**src/hw/rtl/bclru_pkg.sv**
```systemverilog
// package: constants, types and status codes of the buffer cache tag store
`default_nettype none
package bclru_pkg;
   localparam int NumBuffers = 64;
   localparam int CountBits  = 16;
   localparam int SlotBits   = 6;
   localparam int RankBits   = 6;
   localparam int TagBits    = 32;
   localparam logic [CountBits-1:0] CountMax = '1;

   typedef enum logic [2:0] {
      ST_HIT      = 3'd0,
      ST_MISS     = 3'd1,
      ST_EXHAUST  = 3'd2,
      ST_RELEASED = 3'd3,
      ST_HELD     = 3'd4,
      ST_BAD_PUT  = 3'd5,
      ST_OVERFLOW = 3'd6
   } status_type;

   typedef enum logic [2:0] {
      OP_NONE    = 3'd0,
      OP_HIT     = 3'd1,
      OP_FILL    = 3'd2,
      OP_EVICT   = 3'd3,
      OP_DEC     = 3'd4,
      OP_RELEASE = 3'd5
   } op_type;

   // broadcast command from the controller to every cell
   typedef struct packed {
      op_type               op;
      logic [SlotBits-1:0]  target;
      logic [TagBits-1:0]   file_id;
      logic [TagBits-1:0]   block_index;
      logic [RankBits-1:0]  rank;
   } cmd_type;

   // what one cell reports during lookup
   typedef struct packed {
      logic                 hit;
      logic                 valid;
      logic                 released;
      logic [RankBits-1:0]  rank;
      logic [CountBits-1:0] count;
   } cell_stat_type;

   typedef enum logic [1:0] {
      S_IDLE   = 2'd0,
      S_DECIDE = 2'd1,
      S_OUT    = 2'd2
   } state_type;
endpackage
`default_nettype wire

```
**src/hw/rtl/bclru_select.sv**
```systemverilog
// registered reduction over cell reports: hit, first empty, oldest released
`default_nettype none
module bclru_select
   import bclru_pkg::*;
(
   input  wire logic          clock,
   input  wire logic          reset,
   input  wire cmd_type       cmd,
   input  wire cell_stat_type stat [NumBuffers],
   output logic               hit_ff,
   output logic [SlotBits-1:0] hit_slot_ff,
   output logic [CountBits-1:0] hit_count_ff,
   output logic [RankBits-1:0] hit_rank_ff,
   output logic               hit_rel_ff,
   output logic               empty_ff,
   output logic [SlotBits-1:0] empty_slot_ff,
   output logic               old_ff,
   output logic [SlotBits-1:0] old_slot_ff,
   output logic [RankBits-1:0] old_rank_ff
);
   logic                 hit_in, empty_in, old_in, hit_rel_in;
   logic [SlotBits-1:0]  hit_slot_in, empty_slot_in, old_slot_in;
   logic [CountBits-1:0] hit_count_in;
   logic [RankBits-1:0]  hit_rank_in, old_rank_in;
   logic [RankBits:0]    rel_cnt_ff, rel_cnt_in;
   logic [RankBits:0]    old_rank_full;
   logic                 old_match;

   // released ranks always run 0 .. count-1, so the oldest holds rank count-1
   always_comb begin
      hit_in = 1'b0; hit_slot_in = '0; hit_count_in = '0;
      hit_rank_in = '0; hit_rel_in = 1'b0;
      empty_in = 1'b0; empty_slot_in = '0;
      old_in = 1'b0; old_slot_in = '0;
      old_match = 1'b0;
      old_rank_full = rel_cnt_ff - 1'b1;
      for (int i = NumBuffers - 1; i >= 0; i--) begin
         if (!stat[i].valid) begin
            empty_in = 1'b1;
            empty_slot_in = SlotBits'(i);
         end
      end
      for (int i = 0; i < NumBuffers; i++) begin
         if (stat[i].hit) begin
            hit_in = 1'b1;
            hit_slot_in = SlotBits'(i);
            hit_count_in = stat[i].count;
            hit_rank_in = stat[i].rank;
            hit_rel_in = stat[i].released;
         end
         old_match = stat[i].released && ({1'b0, stat[i].rank} == old_rank_full);
         old_in = old_in | old_match;
         old_slot_in = old_slot_in | ({SlotBits{old_match}} & SlotBits'(i));
      end
      old_rank_in = old_rank_full[RankBits-1:0];
   end

   // number of slots on the release order
   always_comb begin
      rel_cnt_in = rel_cnt_ff;
      case (cmd.op)
         OP_RELEASE: rel_cnt_in = rel_cnt_ff + 1'b1;
         OP_EVICT:   rel_cnt_in = rel_cnt_ff - 1'b1;
         OP_HIT: begin
            if (stat[cmd.target].released) rel_cnt_in = rel_cnt_ff - 1'b1;
         end
         default: ;
      endcase
   end

   always_ff @(posedge clock) begin
      if (reset) begin
         rel_cnt_ff <= '0;
      end else begin
         rel_cnt_ff <= rel_cnt_in;
      end
   end

   always_ff @(posedge clock) begin
      hit_ff <= hit_in; hit_slot_ff <= hit_slot_in; hit_count_ff <= hit_count_in;
      hit_rank_ff <= hit_rank_in; hit_rel_ff <= hit_rel_in;
      empty_ff <= empty_in; empty_slot_ff <= empty_slot_in;
      old_ff <= old_in; old_slot_ff <= old_slot_in; old_rank_ff <= old_rank_in;
   end
endmodule
`default_nettype wire

```
**config.mk**
```make
export PLATFORM = sky130hd
export DESIGN_NAME = bclru_select
export DESIGN_NICKNAME = d
export VERILOG_FILES = /design/src/hw/rtl/bclru_pkg.sv /design/src/hw/rtl/bclru_select.sv
export SDC_FILE = /design/constraint.sdc
export NUM_CORES = 1
export LEC_CHECK = 0
export ABC_AREA = 1
export BUFFER_PORTS_ARGS = -buffer_cell sky130_fd_sc_hd__buf_2
export CAP_MARGIN = 20
export CORE_AREA = 2 2 678 680
export CTS_CLUSTER_SIZE = 10
export DETAILED_ROUTE_END_ITERATION = 12
export DIE_AREA = 0 0 680 682
export MAX_ROUTING_LAYER = met4
export PLACE_DENSITY = 0.31
export SLEW_MARGIN = 0
export SYNTH_ARGS = -nofsm -noshare
export SYNTH_HDL_FRONTEND = slang
export SYNTH_SLANG_ARGS = --single-unit
export TNS_END_PERCENT = 100
```
**constraint.sdc**
```tcl
create_clock -name clock -period 5.44 [get_ports clock]
set_clock_uncertainty 0.05 [all_clocks]
set_input_delay 0.816 -clock clock [delete_from_list [all_inputs] [get_ports clock]]
set_output_delay 0.816 -clock clock [all_outputs]
set_load 0.01 [all_outputs]
```
### Word level (Yosys, flattened, before mapping)

Index checks and enable logic that the tools add are counted.

* register bits after elaboration: 57
* bits of input ports: 1681
* output and inout bits: 50
* logic and storage cells: 620

* add/sub/neg operators: 2
* $lt $le $gt $ge: 1
* eq/ne operators: 68
* multiplexer cells: 324
* bitwise operators: 126
* reductions and logical operators: 78

Operator list (count)
* 16-bit two-way mux: 64
* 6-bit two-way mux: 126
* 6-bit by 7-bit == test with 1-bit output: 64
* 6-bit bitwise OR: 31
* 5-bit two-way mux: 32
* 25-bit binary-select mux with 6-bit select: 1
* 5-bit bitwise OR: 15
* 1-bit two-way mux: 69
* 1-bit logical AND: 64
* 4-bit two-way mux: 16
* 1-bit bitwise OR: 63
* 63-bit AND reduction: 1
* 63-bit OR reduction: 1
* 23-bit two-way mux: 2
* 32-bit AND reduction: 1
* 32-bit OR reduction: 1
* 4-bit bitwise OR: 7
* 3-bit two-way mux: 8
* 7-bit one-hot mux with 3 select lines: 1
* 16-bit AND reduction: 1
* 16-bit OR reduction: 1
* 3-bit bitwise OR: 3
* 2-bit two-way mux: 4
* 8-bit AND reduction: 1
* other kinds (21): 22

### Logic depth before layout (Yosys ltp)

Gate-level depths: netlist of the first run.

* depth in word-level cells: 66
* mapped depth: 63

### Worst setup path after synthesis of the first run

Ideal clock, no wire load.

* path type: input -> register
* start: input port stat[1474] (netlist name)
* end: register hit_slot_ff[0]
* library setup time: 0.114 ns
* arrival: 3.677 ns
* required time: 5.276 ns
* slack: 1.599 ns
* stages: 33
* path through: buf_2 -> inv_1 -> buf_2 -> buf_4 -> a31oi_1 -> o211ai_1 -> nand3_1 -> nand3_1 -> nand2_1 -> a21oi_1 -> o21ai_1 -> o211ai_1 -> a31oi_1 -> o211ai_1 -> a31oi_1 -> o211ai_1 -> a31oi_1 -> o211ai_1 -> nand3_1 -> nand2_1 -> nand2_1 -> nand3_1 -> nand2_1 -> nand2_1 -> nand2_1 -> nand2_1 -> nand2_1 -> nand2_1 -> nand2_1 -> nand2_1 -> nand2_1 -> nand2_1 -> nand2_1

* cells in the longest elaborated chain, start to end: 58

RTL lines
* start: declaration: RTL line bclru_select.sv:9 `input wire cell_stat_type stat [NumBuffers],`
* 6-bit two-way mux (27 in series): RTL line bclru_select.sv:44 `if (stat[i].hit) begin`
* 5-bit two-way mux (16 in series): RTL line bclru_select.sv:44
* 4-bit two-way mux (8 in series): RTL line bclru_select.sv:44
* 3-bit two-way mux (4 in series): RTL line bclru_select.sv:44
* 2-bit two-way mux (2 in series): RTL line bclru_select.sv:44
* 1-bit two-way mux: RTL line bclru_select.sv:44
* end signal: assignment: RTL line bclru_select.sv:80 `hit_ff <= hit_in; hit_slot_ff <= hit_slot_in; hit_count_ff <= hit_count_in;`
* end: declaration: RTL line bclru_select.sv:11 `output logic [SlotBits-1:0] hit_slot_ff,`

No other way between the ends.
A chain may end at the register's enable or synchronous reset.

### Final worst setup path of the first run

* start: input port stat[1549] (netlist name)
* end: register hit_count_ff[0]

* cells in the longest elaborated chain, start to end: 62

RTL lines
* 16-bit two-way mux (62 in series): RTL line bclru_select.sv:44
* net hit_count_in[0]: RTL line bclru_select.sv:23 `logic [CountBits-1:0] hit_count_in;`
* end signal: assignment: RTL line bclru_select.sv:80
* end: declaration: RTL line bclru_select.sv:12 `output logic [CountBits-1:0] hit_count_ff,`

The timed path passes the listed nets, and every way through them passes these cells.

==> results.toml, run 1 <==
[timing]
fin_tns_setup_ns = -6.35
hold_viol = 0
fin_crit_ns = 6.33
fmaxAchievable_mhz = 158
setup_viol = 17
slew_headroom_pct = 8.92
fin_crit_sh_pct = 116
rsz0062_at_grt = "true"
worstMarginPinSlew_ns = 1.37
setup_slack_ns = -0.887
drv_slew = 0

[drt]
drcViolationCount = 0
vias = 40900
drt_iter0_markers = 4162
detail-route-antenna-nets = 0
vias_per_cell = 3.47
avgRoutedWirePerCell_um = 37.4
first_pass_iters = 6
wl_mm = 442

[floorplanning]
io_pins = 1731
die_area_sq_um = 464000
fp.dieH_um = 682
core_area_sq_um = 457000
rows = 249
initial_core_util_pct = 4.39
die_x_um = 680

[placed_design]
pre_cts_slack_ns = -3.41
dpl_cell_area_sq_um = 40300
place_inst = 11500
gp_congestion = 0.987
dp_hpwl_mm = 407
port_buffers = 1660

[global_routing]
grt_pass1_wl_mm = 528
grt_pass1_vias = 39000
antenna_found_initial = 537
grt_overflow = 0
grt_util_all_layers_pct = 18.7
grt_max_degree = 96

[setup_path]
cp-end-kind = "flip-flop"
critPathArrivalTime_ns = 6.63
cp_max_fo = 4
r2r-start = "rel_cnt_ff[0]"
crit_slowest_cell = "o211ai_1"
cp_slowest_stage_delay_ns = 0.44
worstSetupStartpointType = "primary input"
worst_ep_required_time_ns = 5.74
cp-startpoint = "stat[1549]"
cp_common_cell = "o211ai_1"
crit_type = "primary input to flip-flop"

[hold_path]
hold_path_class = "primary input to flip-flop"
hp-start = "reset"

[clock_network]
cts_buffer_depth = 2
cts_made_buffers = 9
root_buffer = "clkbuf_16"
clock_latency_ns = 0.42
cts_tree = "built"
clock_sinks = 57
hold_buffers = 0
htree_levels = 3
clk_pin_slew_worst_paths_ns = 0.10

[finish]
mostFrequentLayoutCell = "buf_2"
finalInstanceArea_sq_um = 43900
nNetsFinal = 7191
layout-drive-gt1-share_pct = 50.3
layout_common_cells = "buf_2 (1653), nand2_1 (604), buf_4 (462)"
instances_no_fill = 11800
fin_util_pct = 9.59
area_delta_synth_final_pct = 119

[synth]
synth-warning-count = 0
synth.area.mux_share_pct = 0
synthXorXnorAreaFrac_pct = 7.16
syn_nets = 5204
synth_cell_type_count = 58
synth_compound_area_share_pct = 49.5
synth-seq-cells = 57
yosysTopAreaCellShare_pct = 14.7
synth-simple-area-share_pct = 27.6
avgSynthCellArea_sq_um = 5.70
ys_top_cells_by_area = "nand2_1 (15%), a221oi_1 (12%), nor2_1 (7.5%)"
synth-seq-area-share_pct = 5.69
yosys.area.top_type = "nand2_1"
synth_top_family_by_area = "compound AO/OA/AOI/OAI gates"
synthArstFlopShare_pct = 0
synth_edf_count = 0
syn_area_sq_um = 20100
synthAdderAreaFrac_pct = 0.125
synth-main-ff-cell = "dfxtp_1"
synth_cells = 3521

[power_and_ir_drop]
cellLeakagePower_nw = 17.5
p_per_area_nw_per_um2 = 135
peakVddDrop_v = 0.000132

[run_status]
violations = "setup timing"
outcome = "finished with violations"

[flow_run]
cap_violations = 0
## sequential cells by signal, indices dropped and copies added, names as in the netlist
signal / cells
empty_slot_ff: 6
empty_ff: 1
rel_cnt_ff: 7
hit_rank_ff: 6
hit_rel_ff: 1
hit_ff: 1
hit_slot_ff: 6
old_rank_ff: 6
old_ff: 1
hit_count_ff: 16
old_slot_ff: 6
## timing repair
action | CTS | global route
buffers inserted | 21 | 19
pin swaps | 310 | 323
endpoints found under the setup margin | 24 | 24
gates resized for setup | 553 | 134
gates cloned | 1 | 0
## kinds of logic after synthesis
| kind of cell | Yosys count |
|---|---|
| AO/OA/AOI/OAI | 1409 |
| XOR/XNOR | 164 |
| adder cells (fa/ha/maj) | 2 |
| buffers and inverters | 519 |
| flip-flops | 57 |
| AND/OR/NAND/NOR | 1370 |
## final timing paths
kind | slack (ns) | cells after the start | endpoint
worst max register to register | 0.46 | 11 | old_ff
worst min-delay path | 0.53 | 2 | rel_cnt_ff[5]
worst min register to register | 0.54 | 2 | rel_cnt_ff[5]
worst max-delay path | -0.89 | 39 | hit_count_ff[0]
## power breakdown
part | internal, mW | switching, mW
sequential | 0.477 | 0.0337
clock | 0.410 | 0.380
combinational | 1.52 | 3.10
total | 2.40 | 3.51
## final cells by class
| class | instances | area [sq um] |
|---|---|---|
| Antenna cell | 275 | 688 |
| Sequential cell | 57 | 1140 |
| Fill cell | 54300 | 413000 |
| Inverter | 272 | 1050 |
| Clock inverter | 7 | 103 |
| Multi-Input combinational cell | 2945 | 19700 |
| Timing Repair Buffer | 2223 | 13400 |
| Clock buffer | 9 | 225 |
| Tap cell | 6024 | 7540 |
## metal layers
layer / wire, um / share of wire (%) / GRT usage (%) / vias to the layer above
met5: 0 / 0 / - / -
met4: 12800 / 2.9 / 4.15 / 0
met3: 39600 / 9.0 / 5.75 / 614
met2: 206000 / 47 / 30.6 / 2715
met1: 183000 / 41 / 22.5 / 20200
li1: - / - / - / 17400
## synth_stat cells (16+ instances only)
cell type  count
a2111oi_0     28
nand2_1      785
nand3_1       57
o21ai_0      296
inv_1        240
o221ai_1      82
clkinv_1      26
xnor2_1       23
nor3_1        26
a21oi_1      228
nand4_1       57
nor2_1       401
o21ai_1      100
clkbuf_1     203
o221a_2       80
buf_2         24
xor2_1       141
nor4_1        21
o21a_1        22
a211oi_1      33
buf_1         16
o211ai_1     109
dfxtp_1       57
o2111ai_1     29
a31oi_1       16
a22oi_1       16
a221o_1       31
a221oi_1     269
## worst max-delay path, delay by kind of cell
kind | cells | cell delay, ns
compound gates | 20 | 3.27
buf+inv | 9 | 1.19
simple gates | 10 | 1.24
## metrics by stage
stage               power [mW]  hold WS [ns]
floorplan                 1.94         0.434
global placement          5.00         0.533
detailed placement        4.97         0.528
CTS                       6.02         0.461
global route              6.23         0.515
finish                    5.91         0.534
Power figures use the tool's default switching activity.
==> run 2, diff against run 1 <==
- ABC_AREA: 1 -> 0
- CORE_AREA: 2 2 678 680 -> 2 2 668 670
- CTS_CLUSTER_DIAMETER: default -> 100
- DIE_AREA: 0 0 680 682 -> 0 0 670 672
- PLACE_DENSITY: 0.31 -> 0.32
==> run 2 against run 1 <==
The run now ends clean. Largest power group unchanged. Largest cell class unchanged. Highest routed layer unchanged. Synthesized area rose by 2.9%. Via count is 5.8% lower. Utilization is 0.70 points lower. Critical endpoint is now hit_count_ff[5]. Power grew 7.4%.
==> results.toml, run 2 <==
[power_and_ir_drop]
cellLeakagePower_nw = 14.7
power_frac_clock_pct = 12.5
p_int_mw = 2.47
p_switching_mw = 3.88
pwr-share-seq_pct = 7.9
peakVddDrop_v = 0.000243
p_per_area_nw_per_um2 = 161
combPwrFrac_pct = 79.6
p_total_mw = 6.35
power.switching_fraction_pct = 61.1

[drt]
avgRoutedWirePerCell_um = 40.4
first_pass_iters = 6
drt_iter0_markers = 3778
vias = 38600
vias_per_cell = 3.52
wl_mm = 443
drcViolationCount = 0
detail-route-antenna-nets = 0

[setup_path]
cp_top_family = "compound AO/OA/AOI/OAI gates"
cp-end-kind = "flip-flop"
cp_cell_sequence = "buf_2 -> clkinv_1 -> o221ai_1 -> a31oi_1 -> o221ai_1 -> a21oi_1 -> buf_4 -> o211ai_1 -> buf_4 -> a21oi_1 -> clkbuf_8 -> o31ai_1 -> a21oi_1"
crit_slowest_cell = "o211ai_1"
r2r_setup_slack_ns = 0.70
crit_type = "primary input to flip-flop"
cp_slowest_stage_delay_ns = 0.68
critPathBufInv = 5
worst_ep_required_time_ns = 5.69
cp_common_cell = "a21oi_1"
critPathArrivalTime_ns = 5.33
cp_max_fo = 17
worstSetupStartpointType = "primary input"

[clock_network]
root_buffer = "clkbuf_16"
clk_pin_slew_worst_paths_ns = 0.08
clock_latency_ns = 0.41
clock_sinks = 57
postCtsSetupBuffers = 0
htree_levels = 3
cts_tree = "built"
cts-resized-gates = 0
cts_buffer_depth = 2
cts_made_buffers = 9
hold_buffers = 0

[timing]
setup_viol = 0
rsz0062_at_grt = "false"
drv_slew = 0
setup_slack_ns = 0.363
worstMarginPinSlew_ns = 1.39
slew_headroom_pct = 7.41
fin_tns_setup_ns = 0
fin_crit_ns = 5.08
hold_viol = 0
fmaxAchievable_mhz = 197
fin_crit_sh_pct = 93.3

[synth]
synth-seq-cells = 57
synthTopCellsByCount = "nor2_1 (220), nand2_1 (219), clkbuf_1 (217), o21ai_0 (210), xnor2_1 (207)"
synth_cells = 3072
yosysMostFrequentCell = "nor2_1"
ys_top_cells_by_area = "xnor2_1 (8.8%), a221oi_1 (7.8%), xor2_1 (6.9%)"
synthArstFlopShare_pct = 0
synth_cell_type_count = 91
synth-seq-area-share_pct = 5.53
synth-warning-count = 0
avgSynthCellArea_sq_um = 6.72
yosysTopAreaCellShare_pct = 8.78
syn_nets = 4755
syn_area_sq_um = 20600
yosys.area.top_type = "xnor2_1"
synth-main-ff-cell = "dfxtp_1"
synth_edf_count = 0

[global_routing]
grt_pass1_vias = 37100
grt_overflow = 0
grt_util_all_layers_pct = 19.4
antenna_found_initial = 346
grt_pass1_wl_mm = 525
grt_max_degree = 50

[floorplanning]
initial_core_util_pct = 4.65
rows = 245
io_pins = 1731
core_area_sq_um = 444000
fp.dieH_um = 672
die_area_sq_um = 450000
die_x_um = 670

[finish]
largest_register = "hit_count_ff"
reg_top3 = "hit_count_ff (16), rel_cnt_ff (7)"
mostFrequentLayoutCell = "buf_2"
layout_common_cells = "buf_2 (1660), buf_4 (389), nand2_1 (219)"
area_delta_synth_final_pct = 91.0
nNetsFinal = 6555
layout-drive-gt1-share_pct = 45.0
largest_register_ff_count = 16

[run_status]
outcome = "completed"

[hold_path]
hold_path_class = "flip-flop to flip-flop"

[placed_design]
dp_hpwl_mm = 406
port_buffers = 1660
gp_congestion = 0.959
pre_cts_slack_ns = -0.369

[flow_run]
cap_violations = 0
## run 2: changes by cell type in the layout (fill, tap and decap cells not counted), sizes merged, moves of 77 or more
cell and change:
nand2 -566, a221oi -87, o22ai +159, nor2 -183, xnor2 +186, o221a -77, buf -155, o21ai -178
diode -117, inv -178
## run 2: kinds of logic after synthesis
logic type | after synthesis | synth area share [%]
AND/OR/NAND/NOR | 962 | 23.5
XOR/XNOR | 379 | 16.7
adder cells (fa/ha/maj) | 2 | 0.121
buffers and inverters | 352 | 7.05
AO/OA/AOI/OAI | 1296 | 44.7
multiplexers | 24 | 2.44
flip-flops | 57 | 5.53
## run 2: worst paths after layout
path	end	start	depth (start not counted)
setup / recovery	hit_count_ff[5]	stat[1474]	13
setup reg to reg	old_slot_ff[3]	rel_cnt_ff[1]	13
hold reg to reg	old_rank_ff[0]	rel_cnt_ff[0]	1
hold / removal	old_rank_ff[0]	rel_cnt_ff[0]	1
## run 2: stage by stage
stage / instances / hold slack, ns / area [sq um] / util [%]
4_1_cts: 10800 / 0.472 / 39000 / 8.79
3_5_place_dp: 10800 / 0.462 / 38700 / 8.73
2_1_floorplan: 3072 / 0.437 / 20600 / -
3_3_place_gp: 10800 / 0.461 / 38600 / 8.71
5_1_grt: 10900 / 0.491 / 39300 / 8.86
6_report: 11000 / 0.467 / 39400 / 8.89
## run 2: layout make-up
class / count / area (sq um)
well taps: 5928 / 7420
flip-flops and latches: 57 / 1140
diodes: 158 / 395
clock inverters: 6 / 57.6
inverters: 75 / 289
repair buffers: 2066 / 11500
multi-input cells: 2663 / 18300
fillers: 52800 / 404000
clock buffers: 10 / 239
## run 2: worst register-to-register path: stages, from the launching register on
cell      delay (ns)
dfxtp_1         0.40
inv_1           0.15
ha_4            0.27
nand2b_1        0.15
nor4_4          0.25
buf_4           0.27
or2_4           0.40
buf_12          0.28
nor3_1          0.19
nand3_1         0.52
o21ai_1         0.33
or4_4           0.66
nor4_1          0.25
or4b_1          0.45
## run 2: power by group through the flow
stage	Combinational, mW	Clock (mW)	Sequential (mW)
after floorplan	1.89	0	0.534
after global placement	5.18	0	0.512
after detailed placement	5.17	0	0.513
after CTS	5.19	0.875	0.503
after global routing	5.32	0.861	0.508
final	5.06	0.793	0.502
## run 2: metal layers
layer | GRT usage [%] | up-vias | share of wire [%]
li1 | - | 16100 | -
met1 | 23.3 | 19600 | 42
met2 | 33.2 | 2445 | 49
met3 | 3.65 | 486 | 6.2
met4 | 4.53 | 0 | 3.1
met5 | - | - | 0
